[src/serial_keyword_command_decoder_top_assert.svh]
// Assertion macros shared by the serial keyword command decoder modules.
`ifndef SERIAL_KEYWORD_COMMAND_DECODER_TOP_ASSERT_SVH
`define SERIAL_KEYWORD_COMMAND_DECODER_TOP_ASSERT_SVH

// Check a property on every rising clk edge outside reset.
`define SKD_ASSERT(lbl, prop, msg) \
  lbl: assert property (@(posedge clk) disable iff (!rst_n) prop) \
    else $error(msg);

// Check that a condition never holds outside reset.
`define SKD_NEVER(lbl, cond, msg) \
  lbl: assert property (@(posedge clk) disable iff (!rst_n) !(cond)) \
    else $error(msg);

`endif

[src/skd_pkg.sv]
// Shared types, command codes and keyword tables for the keyword command decoder.
package skd_pkg;

  localparam int NUM_KEYS   = 14;
  localparam int TAIL_DEPTH = 5;

  localparam int DEF_COUNT_LIMIT = 200;
  localparam int DEF_QUEUE_DEPTH = 4;

  typedef logic [3:0] cmd_t;

  localparam cmd_t CMD_BZON  = 4'd0;
  localparam cmd_t CMD_BZOFF = 4'd1;
  localparam cmd_t CMD_XJON  = 4'd2;
  localparam cmd_t CMD_XJOFF = 4'd3;
  localparam cmd_t CMD_Q     = 4'd4;
  localparam cmd_t CMD_H     = 4'd5;
  localparam cmd_t CMD_Z     = 4'd6;
  localparam cmd_t CMD_Y     = 4'd7;
  localparam cmd_t CMD_T     = 4'd8;
  localparam cmd_t CMD_ZY    = 4'd9;
  localparam cmd_t CMD_YY    = 4'd10;
  localparam cmd_t CMD_SY    = 4'd11;
  localparam cmd_t CMD_XY    = 4'd12;
  localparam cmd_t CMD_GWSXT = 4'd13;

  // One decoded command request between the front end, the queue and the back end.
  typedef struct packed {
    logic valid;
    cmd_t cmd;
  } cmd_req_t;

  // Keyword lengths in table order.
  localparam logic [2:0] KEY_LEN [NUM_KEYS] = '{
    3'd4, 3'd5, 3'd4, 3'd5, 3'd1, 3'd1, 3'd1, 3'd1, 3'd1,
    3'd2, 3'd2, 3'd2, 3'd2, 3'd5
  };

  // Keyword bytes as they sit in the tail: position 0 holds the last character.
  localparam logic [7:0] KEY_TAIL [NUM_KEYS][TAIL_DEPTH] = '{
    '{"n", "o", "z", "b", 8'h00},
    '{"f", "f", "o", "z", "b"},
    '{"n", "o", "j", "x", 8'h00},
    '{"f", "f", "o", "j", "x"},
    '{"Q", 8'h00, 8'h00, 8'h00, 8'h00},
    '{"H", 8'h00, 8'h00, 8'h00, 8'h00},
    '{"Z", 8'h00, 8'h00, 8'h00, 8'h00},
    '{"Y", 8'h00, 8'h00, 8'h00, 8'h00},
    '{"T", 8'h00, 8'h00, 8'h00, 8'h00},
    '{"y", "z", 8'h00, 8'h00, 8'h00},
    '{"y", "y", 8'h00, 8'h00, 8'h00},
    '{"y", "s", 8'h00, 8'h00, 8'h00},
    '{"y", "x", 8'h00, 8'h00, 8'h00},
    '{"t", "x", "s", "w", "g"}
  };

  localparam logic [7:0] ANGLE_MAX  = 8'd180;
  localparam logic [7:0] ANGLE_STEP = 8'd20;
  localparam logic [7:0] CLAMP_LOW  = 8'd5;
  localparam logic [7:0] PAN_MIN    = 8'd0;
  localparam logic [7:0] TILT_MIN   = 8'd10;
  localparam logic [7:0] PAN_HOME   = 8'd90;
  localparam logic [7:0] TILT_HOME  = 8'd80;

  localparam logic signed [7:0] DRIVE_FWD  = 8'sd100;
  localparam logic signed [7:0] DRIVE_REV  = -8'sd100;
  localparam logic signed [7:0] DRIVE_STOP = 8'sd0;

endpackage

[src/skd_front.sv]
// Front end: byte tail, byte counter and priority keyword match.
module skd_front #(
  parameter int COUNT_LIMIT = skd_pkg::DEF_COUNT_LIMIT
) (
  input  logic              clk,
  input  logic              rst_n,
  input  logic              byte_accept,
  input  logic [7:0]        rx_byte,
  output skd_pkg::cmd_req_t push
);
  import skd_pkg::*;

  logic [7:0] tail_r   [TAIL_DEPTH-1];
  logic [7:0] tail_nxt [TAIL_DEPTH];
  logic [7:0] count_r, count_nxt, count_inc;
  logic [NUM_KEYS-1:0] key_hit;
  logic       any_hit;
  cmd_t       hit_cmd;

  always_comb begin
    tail_nxt[0] = rx_byte;
    for (int j = 1; j < TAIL_DEPTH; j++) begin
      tail_nxt[j] = tail_r[j-1];
    end
    count_inc = count_r + 8'd1;
  end

  // All fourteen compares run side by side; lowest index wins.
  always_comb begin
    for (int k = 0; k < NUM_KEYS; k++) begin
      key_hit[k] = (count_inc >= {5'd0, KEY_LEN[k]});
      for (int j = 0; j < TAIL_DEPTH; j++) begin
        if ((3'(j) < KEY_LEN[k]) && (tail_nxt[j] != KEY_TAIL[k][j])) begin
          key_hit[k] = 1'b0;
        end
      end
    end
    any_hit = 1'b0;
    hit_cmd = CMD_BZON;
    for (int k = NUM_KEYS - 1; k >= 0; k--) begin
      if (key_hit[k]) begin
        any_hit = 1'b1;
        hit_cmd = 4'(k);
      end
    end
  end

  always_comb begin
    count_nxt = count_r;
    if (byte_accept) begin
      if (any_hit || (count_inc >= 8'(COUNT_LIMIT))) begin
        count_nxt = 8'd0;
      end else begin
        count_nxt = count_inc;
      end
    end
  end

  always_ff @(posedge clk) begin
    if (!rst_n) begin
      count_r <= 8'd0;
    end else begin
      count_r <= count_nxt;
    end
  end

  // Tail bytes need no reset: the counter gates every compare.
  always_ff @(posedge clk) begin
    if (byte_accept) begin
      for (int j = 0; j < TAIL_DEPTH - 1; j++) begin
        tail_r[j] <= tail_nxt[j];
      end
    end
  end

  assign push.valid = byte_accept && any_hit;
  assign push.cmd   = hit_cmd;

endmodule

[src/skd_cmd_fifo.sv]
// Short command queue between the front end and the back end.
module skd_cmd_fifo #(
  parameter int QUEUE_DEPTH = skd_pkg::DEF_QUEUE_DEPTH
) (
  input  logic              clk,
  input  logic              rst_n,
  input  skd_pkg::cmd_req_t push,
  input  logic              pop,
  output skd_pkg::cmd_req_t head,
  output logic              full
);
  import skd_pkg::*;

  localparam int PTR_W = (QUEUE_DEPTH > 1) ? $clog2(QUEUE_DEPTH) : 1;
  localparam int CNT_W = $clog2(QUEUE_DEPTH + 1);

  cmd_t             slot_r [QUEUE_DEPTH];
  logic [PTR_W-1:0] wr_ptr_r, wr_ptr_nxt, rd_ptr_r, rd_ptr_nxt;
  logic [CNT_W-1:0] cnt_r, cnt_nxt;
  logic             do_push, do_pop;

  assign full    = (cnt_r == CNT_W'(QUEUE_DEPTH));
  assign do_push = push.valid && !full;
  assign do_pop  = pop && (cnt_r != '0);

  always_comb begin
    wr_ptr_nxt = wr_ptr_r;
    rd_ptr_nxt = rd_ptr_r;
    cnt_nxt    = cnt_r;
    if (do_push) begin
      wr_ptr_nxt = (wr_ptr_r == PTR_W'(QUEUE_DEPTH - 1)) ? '0 : wr_ptr_r + 1'b1;
    end
    if (do_pop) begin
      rd_ptr_nxt = (rd_ptr_r == PTR_W'(QUEUE_DEPTH - 1)) ? '0 : rd_ptr_r + 1'b1;
    end
    if (do_push && !do_pop) begin
      cnt_nxt = cnt_r + 1'b1;
    end else if (do_pop && !do_push) begin
      cnt_nxt = cnt_r - 1'b1;
    end
  end

  always_ff @(posedge clk) begin
    if (!rst_n) begin
      wr_ptr_r <= '0;
      rd_ptr_r <= '0;
      cnt_r    <= '0;
    end else begin
      wr_ptr_r <= wr_ptr_nxt;
      rd_ptr_r <= rd_ptr_nxt;
      cnt_r    <= cnt_nxt;
    end
  end

  always_ff @(posedge clk) begin
    if (do_push) begin
      slot_r[wr_ptr_r] <= push.cmd;
    end
  end

  assign head.valid = (cnt_r != '0);
  assign head.cmd   = slot_r[rd_ptr_r];

`include "serial_keyword_command_decoder_top_assert.svh"

  `SKD_ASSERT(a_cnt_range, cnt_r <= CNT_W'(QUEUE_DEPTH), "queue count beyond depth")
  `SKD_NEVER(a_push_full, push.valid && full, "command pushed into a full queue")
  `SKD_NEVER(a_pop_empty, pop && !head.valid, "command popped from an empty queue")

endmodule

[src/skd_back.sv]
// Back end: mode flags, camera angles, drive values and the output register.
module skd_back (
  input  logic              clk,
  input  logic              rst_n,
  input  skd_pkg::cmd_req_t head,
  output logic              pop,
  output logic              out_valid,
  input  logic              out_ready,
  output skd_pkg::cmd_t     cmd_out,
  output logic              upd_out,
  output logic signed [7:0] left_out,
  output logic signed [7:0] right_out,
  output logic              avoid_out,
  output logic              line_out,
  output logic [7:0]        pan_out,
  output logic [7:0]        tilt_out
);
  import skd_pkg::*;

  logic              out_valid_r, out_valid_nxt;
  cmd_t              cmd_r, cmd_nxt;
  logic              upd_r, upd_nxt;
  logic signed [7:0] left_r, left_nxt, right_r, right_nxt;
  logic              avoid_r, avoid_nxt, line_r, line_nxt;
  logic [7:0]        pan_r, pan_nxt, tilt_r, tilt_nxt;

  // Take the next command when the output slot is empty or being drained.
  assign pop = head.valid && (!out_valid_r || out_ready);

  always_comb begin
    cmd_nxt   = cmd_r;
    upd_nxt   = upd_r;
    left_nxt  = left_r;
    right_nxt = right_r;
    avoid_nxt = avoid_r;
    line_nxt  = line_r;
    pan_nxt   = pan_r;
    tilt_nxt  = tilt_r;
    if (pop) begin
      cmd_nxt   = head.cmd;
      upd_nxt   = 1'b0;
      left_nxt  = DRIVE_STOP;
      right_nxt = DRIVE_STOP;
      unique case (head.cmd)
        CMD_BZON:  avoid_nxt = 1'b1;
        CMD_BZOFF: avoid_nxt = 1'b0;
        CMD_XJON:  line_nxt  = 1'b1;
        CMD_XJOFF: line_nxt  = 1'b0;
        CMD_Q: begin
          upd_nxt = 1'b1; left_nxt = DRIVE_FWD; right_nxt = DRIVE_FWD;
        end
        CMD_H: begin
          upd_nxt = 1'b1; left_nxt = DRIVE_REV; right_nxt = DRIVE_REV;
        end
        CMD_Z: begin
          upd_nxt = 1'b1; left_nxt = DRIVE_REV; right_nxt = DRIVE_FWD;
        end
        CMD_Y: begin
          upd_nxt = 1'b1; left_nxt = DRIVE_FWD; right_nxt = DRIVE_REV;
        end
        CMD_T: begin
          upd_nxt = 1'b1;
        end
        CMD_ZY: pan_nxt = (pan_r > ANGLE_MAX - ANGLE_STEP) ? ANGLE_MAX : pan_r + ANGLE_STEP;
        CMD_YY: pan_nxt = (pan_r < CLAMP_LOW + ANGLE_STEP) ? PAN_MIN : pan_r - ANGLE_STEP;
        CMD_SY: tilt_nxt = (tilt_r < CLAMP_LOW + ANGLE_STEP) ? TILT_MIN : tilt_r - ANGLE_STEP;
        CMD_XY: tilt_nxt = (tilt_r >= ANGLE_MAX - ANGLE_STEP) ? ANGLE_MAX
                                                              : tilt_r + ANGLE_STEP;
        CMD_GWSXT: begin
          pan_nxt  = PAN_HOME;
          tilt_nxt = TILT_HOME;
        end
        default: ;
      endcase
    end
  end

  always_comb begin
    out_valid_nxt = out_valid_r;
    if (pop) begin
      out_valid_nxt = 1'b1;
    end else if (out_ready) begin
      out_valid_nxt = 1'b0;
    end
  end

  always_ff @(posedge clk) begin
    if (!rst_n) begin
      out_valid_r <= 1'b0;
      avoid_r     <= 1'b0;
      line_r      <= 1'b0;
      pan_r       <= PAN_HOME;
      tilt_r      <= TILT_HOME;
    end else begin
      out_valid_r <= out_valid_nxt;
      avoid_r     <= avoid_nxt;
      line_r      <= line_nxt;
      pan_r       <= pan_nxt;
      tilt_r      <= tilt_nxt;
    end
  end

  always_ff @(posedge clk) begin
    cmd_r   <= cmd_nxt;
    upd_r   <= upd_nxt;
    left_r  <= left_nxt;
    right_r <= right_nxt;
  end

  assign out_valid = out_valid_r;
  assign cmd_out   = cmd_r;
  assign upd_out   = upd_r;
  assign left_out  = left_r;
  assign right_out = right_r;
  // The state registers hold the post-command values until the next pop.
  assign avoid_out = avoid_r;
  assign line_out  = line_r;
  assign pan_out   = pan_r;
  assign tilt_out  = tilt_r;

`include "serial_keyword_command_decoder_top_assert.svh"

  `SKD_ASSERT(a_pop_loads, pop |=> out_valid_r, "popped command not presented")
  `SKD_ASSERT(a_drive_code, out_valid_r && upd_r |-> cmd_r >= CMD_Q && cmd_r <= CMD_T, "bad drive")
  `SKD_ASSERT(a_pan_range, pan_r <= ANGLE_MAX, "pan angle out of range")
  `SKD_ASSERT(a_tilt_range, tilt_r >= TILT_MIN && tilt_r <= ANGLE_MAX, "tilt angle out of range")

endmodule

[src/serial_keyword_command_decoder_top.sv]
// Top level of the serial keyword command decoder.
//
//  channel | dir | ports                       | request
//  --------+-----+-----------------------------+--------------------------------
//  in      | in  | in_tvalid/in_tready/in_tdata | one received serial byte
//  out     | out | out_tvalid/out_tready/       | one decoded command with the
//          |     | out_tdata/out_tuser          | drive, mode and camera state
//
//  One byte is taken per cycle while in_tready is high. A byte that completes a keyword
//  pushes its command into the queue when the byte is accepted; from the queue head it is
//  loaded into the output register once that register is empty or drained, raising out_tvalid.
//  Reset (rst_n low, synchronous) clears the counter, queue, flags and output
//  valid, and homes the camera to pan 90, tilt 80; bytes with no match produce nothing.
//  When out stalls, the queue fills; in_tready drops once it holds QUEUE_DEPTH commands.
module serial_keyword_command_decoder_top #(
  parameter int COUNT_LIMIT = skd_pkg::DEF_COUNT_LIMIT,
  parameter int QUEUE_DEPTH = skd_pkg::DEF_QUEUE_DEPTH
) (
  input  logic        clk,
  input  logic        rst_n,
  input  logic        in_tvalid,
  output logic        in_tready,
  input  logic [7:0]  in_tdata,   // [7:0] rx_byte
  output logic        out_tvalid,
  input  logic        out_tready,
  // [7:0] drive_left, [15:8] drive_right, [16] avoid_mode, [17] line_mode,
  // [25:18] pan_angle, [33:26] tilt_angle, [39:34] zero
  output logic [39:0] out_tdata,
  output logic [4:0]  out_tuser   // [3:0] matched_command, [4] drive_update
);
  import skd_pkg::*;

  cmd_req_t          push, head;
  logic              q_full, pop, byte_accept;
  cmd_t              cmd_out;
  logic              upd_out, avoid_out, line_out;
  logic signed [7:0] left_out, right_out;
  logic [7:0]        pan_out, tilt_out;

  // Accept a byte whenever the queue has room for a possible command.
  assign in_tready   = !q_full;
  assign byte_accept = in_tvalid && in_tready;

  skd_front #(
    .COUNT_LIMIT(COUNT_LIMIT)
  ) u_front (
    .clk        (clk),
    .rst_n      (rst_n),
    .byte_accept(byte_accept),
    .rx_byte    (in_tdata),
    .push       (push)
  );

  skd_cmd_fifo #(
    .QUEUE_DEPTH(QUEUE_DEPTH)
  ) u_fifo (
    .clk  (clk),
    .rst_n(rst_n),
    .push (push),
    .pop  (pop),
    .head (head),
    .full (q_full)
  );

  skd_back u_back (
    .clk      (clk),
    .rst_n    (rst_n),
    .head     (head),
    .pop      (pop),
    .out_valid(out_tvalid),
    .out_ready(out_tready),
    .cmd_out  (cmd_out),
    .upd_out  (upd_out),
    .left_out (left_out),
    .right_out(right_out),
    .avoid_out(avoid_out),
    .line_out (line_out),
    .pan_out  (pan_out),
    .tilt_out (tilt_out)
  );

  // Pack the result fields, lowest field first.
  assign out_tdata = {6'd0, tilt_out, pan_out, line_out, avoid_out, right_out, left_out};
  assign out_tuser = {upd_out, cmd_out};

endmodule

[config.mk]
export PLATFORM = sky130hd
export DESIGN_NAME = serial_keyword_command_decoder_top
export DESIGN_NICKNAME = d
export VERILOG_FILES = /design/src/skd_pkg.sv /design/src/skd_front.sv /design/src/skd_cmd_fifo.sv /design/src/skd_back.sv /design/src/serial_keyword_command_decoder_top.sv
export VERILOG_INCLUDE_DIRS = /design/src /design/src/src
export SDC_FILE = /design/constraint.sdc
export NUM_CORES = 1
export LEC_CHECK = 0
export BUFFER_PORTS_ARGS = -buffer_cell sky130_fd_sc_hd__buf_4
export CAP_MARGIN = 25
export CORE_MARGIN = 8
export CORE_UTILIZATION = 50
export DETAILED_ROUTE_END_ITERATION = 16
export PLACE_DENSITY = 0.7
export RECOVER_POWER = 100
export SLEW_MARGIN = 10
export SYNTH_ARGS = -nofsm -noshare
export SYNTH_HDL_FRONTEND = slang
export SYNTH_SLANG_ARGS = --single-unit
[constraint.sdc]
create_clock -name clk -period 10.95 [get_ports clk]
set_clock_uncertainty 0.1 [all_clocks]
set_input_delay 2.19 -clock clk [delete_from_list [all_inputs] [get_ports clk]]
set_output_delay 2.19 -clock clk [all_outputs]
set_load 0.01 [all_outputs]
======== Yosys cells after proc, flatten, opt, wreduce, memory -nomap -nowiden ========
Memory sizes are Yosys's and may differ from the RTL's. A register that Yosys moved wholly into a read port is not among the register bits.
Index checks and enable logic that the tools add are counted.
word-level totals
  register bits ........................... 55
  memory bits (writable) .................. 48
  word-level logic and storage cells ...... 186
  memories kept ........................... 2
  output and inout bits ................... 47
  input port bits ......................... 12
cells by class
  add/subtract/negate cells ............... 9
  equality and inequality tests ........... 43
  reduce and logical (&&, ||, !) cells .... 30
  order comparisons ....................... 9
  muxes and demuxes ....................... 80
memory list
  name            words  width  rd ports  clocked after Yosys merged registers in  write ports  line                text
  u_front.tail_r  4      8      4         0                                        4            skd_front.sv:13     logic [7:0] tail_r [TAIL_DEPTH-1];
  u_fifo.slot_r   4      4      1         1                                        1            skd_cmd_fifo.sv:17  cmd_t slot_r [QUEUE_DEPTH];
operators by type and width
  cell                                                               number
  inequality test 8 x 7 -> 1 bit, second input constant              27
  2-to-1 mux 4 bit                                                   14
  2-to-1 mux 1 bit                                                   49
  one-hot mux 8 bit (3 select lines)                                 2
  2-to-1 mux 8 bit                                                   5
  one-hot mux 8 bit (2 select lines)                                 2
  == test 4 bit, second input constant                               6
  adder 8 x 5 -> 8 bit, second input constant                        2
  == test 4 x 3 -> 1 bit, second input constant                      4
  greater-or-equal comparator 8 x 3 -> 1 bit, second input constant  2
  greater-or-equal comparator 8 bit, second input constant           2
  < comparator 8 x 5 -> 1 bit, second input constant                 2
  subtractor 8 x 5 -> 8 bit, second input constant                   2
  nonzero test 3 bit                                                 3
  adder 8 x 1 -> 8 bit, second input constant                        1
  == test 4 x 2 -> 1 bit, second input constant                      2
  greater-or-equal comparator 8 x 1 -> 1 bit, second input constant  1
  greater-or-equal comparator 8 x 2 -> 1 bit, second input constant  1
  greater-than comparator 8 bit, second input constant               1
  2-to-1 mux 2 bit                                                   4
  AND reduction 2 bit                                                4
  nonzero test 2 bit                                                 4
  OR reduction 2 bit                                                 4
  logical AND 1 bit                                                  7
  other kinds (12)                                                   20

======== Longest topological paths before layout ========
  depth after elaboration ................. 27
  gate-level depth with buffers ........... 14
  depth with buffers taken out ............ 14

======== Hierarchy ========
From an unflattened synthesis, not the netlist that was laid out.
second synthesis, totals
  cell total of the unflattened synthesis .. 486
  area, all modules ....................... 5,333.9 sq um
modules (own cells, without submodules)
  module                              times used  cells each  area an instance (sq um)  sequential area each (sq um)
  skd_front                           1           195         2,250.9                   1,121.1
  skd_back                            1           208         1,948.1                   670.6
  skd_cmd_fifo                        1           71          1,053.5                   660.6
  serial_keyword_command_decoder_top  1           12          81.3                      0.0

======== Worst setup path before layout ========
No wires, ideal clock.
  kind .................................... input to register
  from .................................... input in_tdata[1]
  to ...................................... register u_fifo.cnt_r[2]
  cell stages on the path ................. 13
  path buffers ............................ 1
  arrival time ............................ 5,177 ps
  library setup time ...................... 70 ps
  required time ........................... 10,780 ps
  path slack .............................. 5,603 ps
  path through ............................ buf_2 nand4b_1 or3b_1 or4_1 a221oi_2 a211oi_2 a21oi_1 ha_1 inv_1 fa_1 xor2_1 or3_1 a21oi_1
between the ends
  word-level cells in the longest chain between the ends .. 25
  elaborated cells on any way between the ends .. 58
  classes of those cells .................. 9 x eq/ne; 43 x mux; 6 x reduce/logical
ends and longest elaborated chain
  element                         line                                      text
  start, declared                 serial_keyword_command_decoder_top.sv:23  input logic [7:0] in_tdata,
  inequality test 8 x 7 -> 1 bit  skd_front.sv:33                           if ((3'(j) < KEY_LEN[k]) && (tail_nxt[j] != KEY_TAIL[k][j])) begin
  2-to-1 mux 1 bit (5 in a row)   skd_front.sv:33
  2-to-1 mux 1 bit (13 in a row)  skd_front.sv:41                           if (key_hit[k]) begin
  2-to-1 mux 1 bit *              skd_front.sv:41
  logical AND 1 bit *             skd_front.sv:76                           assign push.valid = byte_accept && any_hit;
  logical AND 1 bit *             skd_cmd_fifo.sv:23                        assign do_push = push.valid && !full;
  via u_fifo.do_push              skd_cmd_fifo.sv:20                        logic do_push, do_pop;
  zero test 1 bit                 skd_cmd_fifo.sv:38                        end else if (do_pop && !do_push) begin
  logical AND 1 bit               skd_cmd_fifo.sv:38
  nonzero test 2 bit (no line)    -
  end signal, assigned            skd_cmd_fifo.sv:51                        cnt_r <= cnt_nxt;
  end, declared                   skd_cmd_fifo.sv:19                        logic [CNT_W-1:0] cnt_r, cnt_nxt;
Mark *: on every way through the listed nets, which the timed path passes. The rest lies on a longest branch.
A chain may end at the register's enable or synchronous reset.

======== Worst setup path in the final report ========
Ends and elaborated chain as after synthesis.

==> results.ini <==
[outcome]
status = complete, but fails checks
violations = max-capacitance violations, max-slew violations

[synthesis]
synthFlopType = edfxtp_1
postSynthCellCount = 488
synth_compound_area_frac = 0.143
avgSynthCellArea_um2 = 10.2
ys_seq_area_frac = 0.494
synthAdderAreaFrac = 0.0444
yosys_warnings = 0
syn_area_mm2 = 0.00496
muxShareOfSynthArea = 0.0280
async_flop_share = 0
synth_top_family_by_area = simple AND/OR/NAND/NOR gates
synth_cell_types = 73
synth_simple_gate_area_share = 0.196
synth.ff_latch_count = 93
synth_xor_area_frac = 0.0229
synth_edf_count = 59

[clocking]
htree_levels = 3
cts.sinks = 93
post_cts_resized = 0
clkTransAtPathRegs_ns = 0.09
cts_hold_buf = 0
root_buffer = clkbuf_8
clockBufferDepth = 2
clk_latency_ns = 0.36
numCtsBuffers = 9
cts_tree = done
post_cts_buffers = 0

[global_routing]
grt_usage = 0.158
grt_first_pass_wirelength_um = 16900
grt_pass1_vias = 3437
antenna_found_initial = 0
grt_max_degree = 35
overflow = 0

[routing]
viasPerCell = 5.74
ant_nets = 0
wl_per_cell_um = 15.9
drtIter0Drc = 295
wirelength_um = 10400
drt-pass1-iter-count = 5
vias = 3755
drc_errors = 0

[timing]
grt_setup_unrepaired = no
timing_hold_violations_final = 0
relSlewSlack = -0.189
tns_ns = 0
max_freq_mhz = 174
finalMaxSlewViolations = 52
tightest_slew_ns = 1.78
fin_crit_sh = 0.526
setup_violations = 0
min_period_ns = 5.76

[floorplan]
pin_count = 59
die_w_um = 116
rows = 36
initial_core_util = 0.513
die_h_um = 116
core_mm2 = 0.00968
die-area_mm2 = 0.0134

[setup_path]
crit_arrival_ns = 5.92
critPathKind = in2reg
cp_max_fo = 16
cp.required_ns = 11.12
critPathLaunchType = input pin
cp-end-kind = register

[hold_path]
min_path_type = reg2reg

[job]
drv_cap = 2

[final_layout]
multiInputGateArea_mm2 = 0.00218
finish.instance_area_mm2 = 0.00535
drive_gt1_frac = 0.0557
diodes = 0
n_fill_cell = 911
area_growth_pct = 7.81
seqCellArea_mm2 = 0.00245
fin_nets = 545

[pwr]
p_leak_nw = 1.87
power_density_mw_per_mm2 = 216
ir_drop_uv = 96.4

[placement]
dpl.hpwl_um = 7400
place_area_mm2 = 0.00529
port_buffers = 46
gp_congestion = 0.868

## sequential cells by signal, summed over array words and instances, names as in the netlist, named ones only
signal	count
u_back.out_valid	1
u_back.cmd_out	4
u_fifo.slot_r	16
u_back.upd_out	1
u_back.line_out	1
u_back.left_out	3
u_front.count_r	8
u_back.avoid_out	1
u_fifo.wr_ptr_r	2
u_fifo.rd_ptr_r	2
u_fifo.cnt_r	3
u_back.pan_out	7
u_front.tail_r	32
u_back.tilt_out	7
u_back.right_out	3
## per-stage QoR
stage	instances	setup slack [ns]	hold slack (ns)	utilization	total power, mW
global placement	637	5.28	0.323	0.546	0.914
detailed placement	637	5.16	0.329	0.546	0.928
CTS	653	5.54	0.352	0.571	1.20
global route	654	4.86	0.356	0.553	1.24
finish	654	5.19	0.349	0.553	1.16
floorplan	499	5.60	0.317	-	0.809
## cell usage in the layout, fill, tap and decap left out, types with 7 or more instances in the layout
cell	n
edfxtp_1	59
clkbuf_1	45
nand2_1	38
nor2_1	34
dfxtp_1	34
inv_1	27
a21oi_1	27
o21ai_0	22
ha_1	16
nand3_1	14
nand4_1	13
conb_1	12
nor3_1	10
clkbuf_8	9
nor4_1	8
xor2_1	7
nor2b_1	7
nand2b_1	7
## worst max-delay path: stages
cell and delay [ns]:
clkbuf_1 0.27, nand4b_1 0.16, or3b_1 0.41, or4_1 0.48, a221oi_1 0.36, a211oi_1 0.32
a21oi_1 0.40, ha_1 0.26, inv_1 0.07, fa_1 0.37, xor2_1 0.17, or3_1 0.31
a21oi_1 0.14
## worst paths after layout
check	endpoint	startpoint	cells past startpoint	slack (ns)
max	u_fifo.cnt_r[2]	in_tdata[1]	13	5.19
min	u_front.tail_r[2][6]	u_front.tail_r[1][6]	0	0.35
max reg2reg	u_fifo.cnt_r[2]	u_front.count_r[1]	13	5.94
min reg2reg	u_front.tail_r[2][6]	u_front.tail_r[1][6]	0	0.35
## metal layers
layer / global-route usage / vias to the layer above / wire length, um
met5: 0 / - / 0
met4: 0.0424 / 0 / 110
met2: 0.253 / 137 / 4800
li1: - / 1824 / -
met3: 0.0401 / 9 / 773
met1: 0.207 / 1785 / 4690
## power breakdown
| group | internal, mW | total, mW | switching [mW] |
|---|---|---|---|
| registers | 0.465 | 0.532 | 0.0675 |
| clock network | 0.153 | 0.276 | 0.123 |
| logic | 0.134 | 0.350 | 0.217 |
## layout make-up
type	instances	area share
multi-input combinational	335	0.408
tap	133	0.0311
clock buffer	9	0.0231
inverter	28	0.0196
clock inverter	7	0.0224
sequential	93	0.458
timing repair buffer	49	0.0372
## synth_stat cells (3+ instances only)
cell type	number	area share
edfxtp_1	59	0.36
nand2_1	38	0.029
dfxtp_1	34	0.14
nor2_1	34	0.026
a21oi_1	27	0.027
inv_1	27	0.020
buf_4	21	0.032
o21ai_0	19	0.019
clkbuf_1	17	0.013
ha_1	16	0.040
nand3_1	14	0.014
nand4_1	13	0.016
nor3_1	10	0.010
nor4_1	8	0.010
and2_1	7	0.0088
nand2b_1	7	0.0088
nor2b_1	7	0.0088
xor2_1	7	0.012
mux2i_1	6	0.012
o22ai_1	6	0.0076
xnor2_1	6	0.011
a21o_1	5	0.0076
a31oi_1	5	0.0063
nand3b_1	5	0.0076
nor4bb_1	5	0.010
o21a_1	5	0.0076
o21ai_1	5	0.0050
a211oi_1	4	0.0061
buf_2	4	0.0040
nand4b_1	4	0.0071
nor4b_1	4	0.0071
or3_1	4	0.0050
a41oi_1	3	0.0053
mux4_2	3	0.014
nor3b_1	3	0.0045
o31ai_1	3	0.0045
## kinds of logic after synthesis
| kind of cell | after synthesis |
|---|---|
| AND/OR/NAND/NOR | 176 |
| AO/OA/AOI/OAI | 107 |
| flip-flops | 93 |
| buffers and inverters | 71 |
| adder cells (fa/ha/maj) | 17 |
| XOR/XNOR | 13 |
| multiplexers | 10 |
| other | 1 |
No activity file was read; power rests on OpenSTA's default activity.
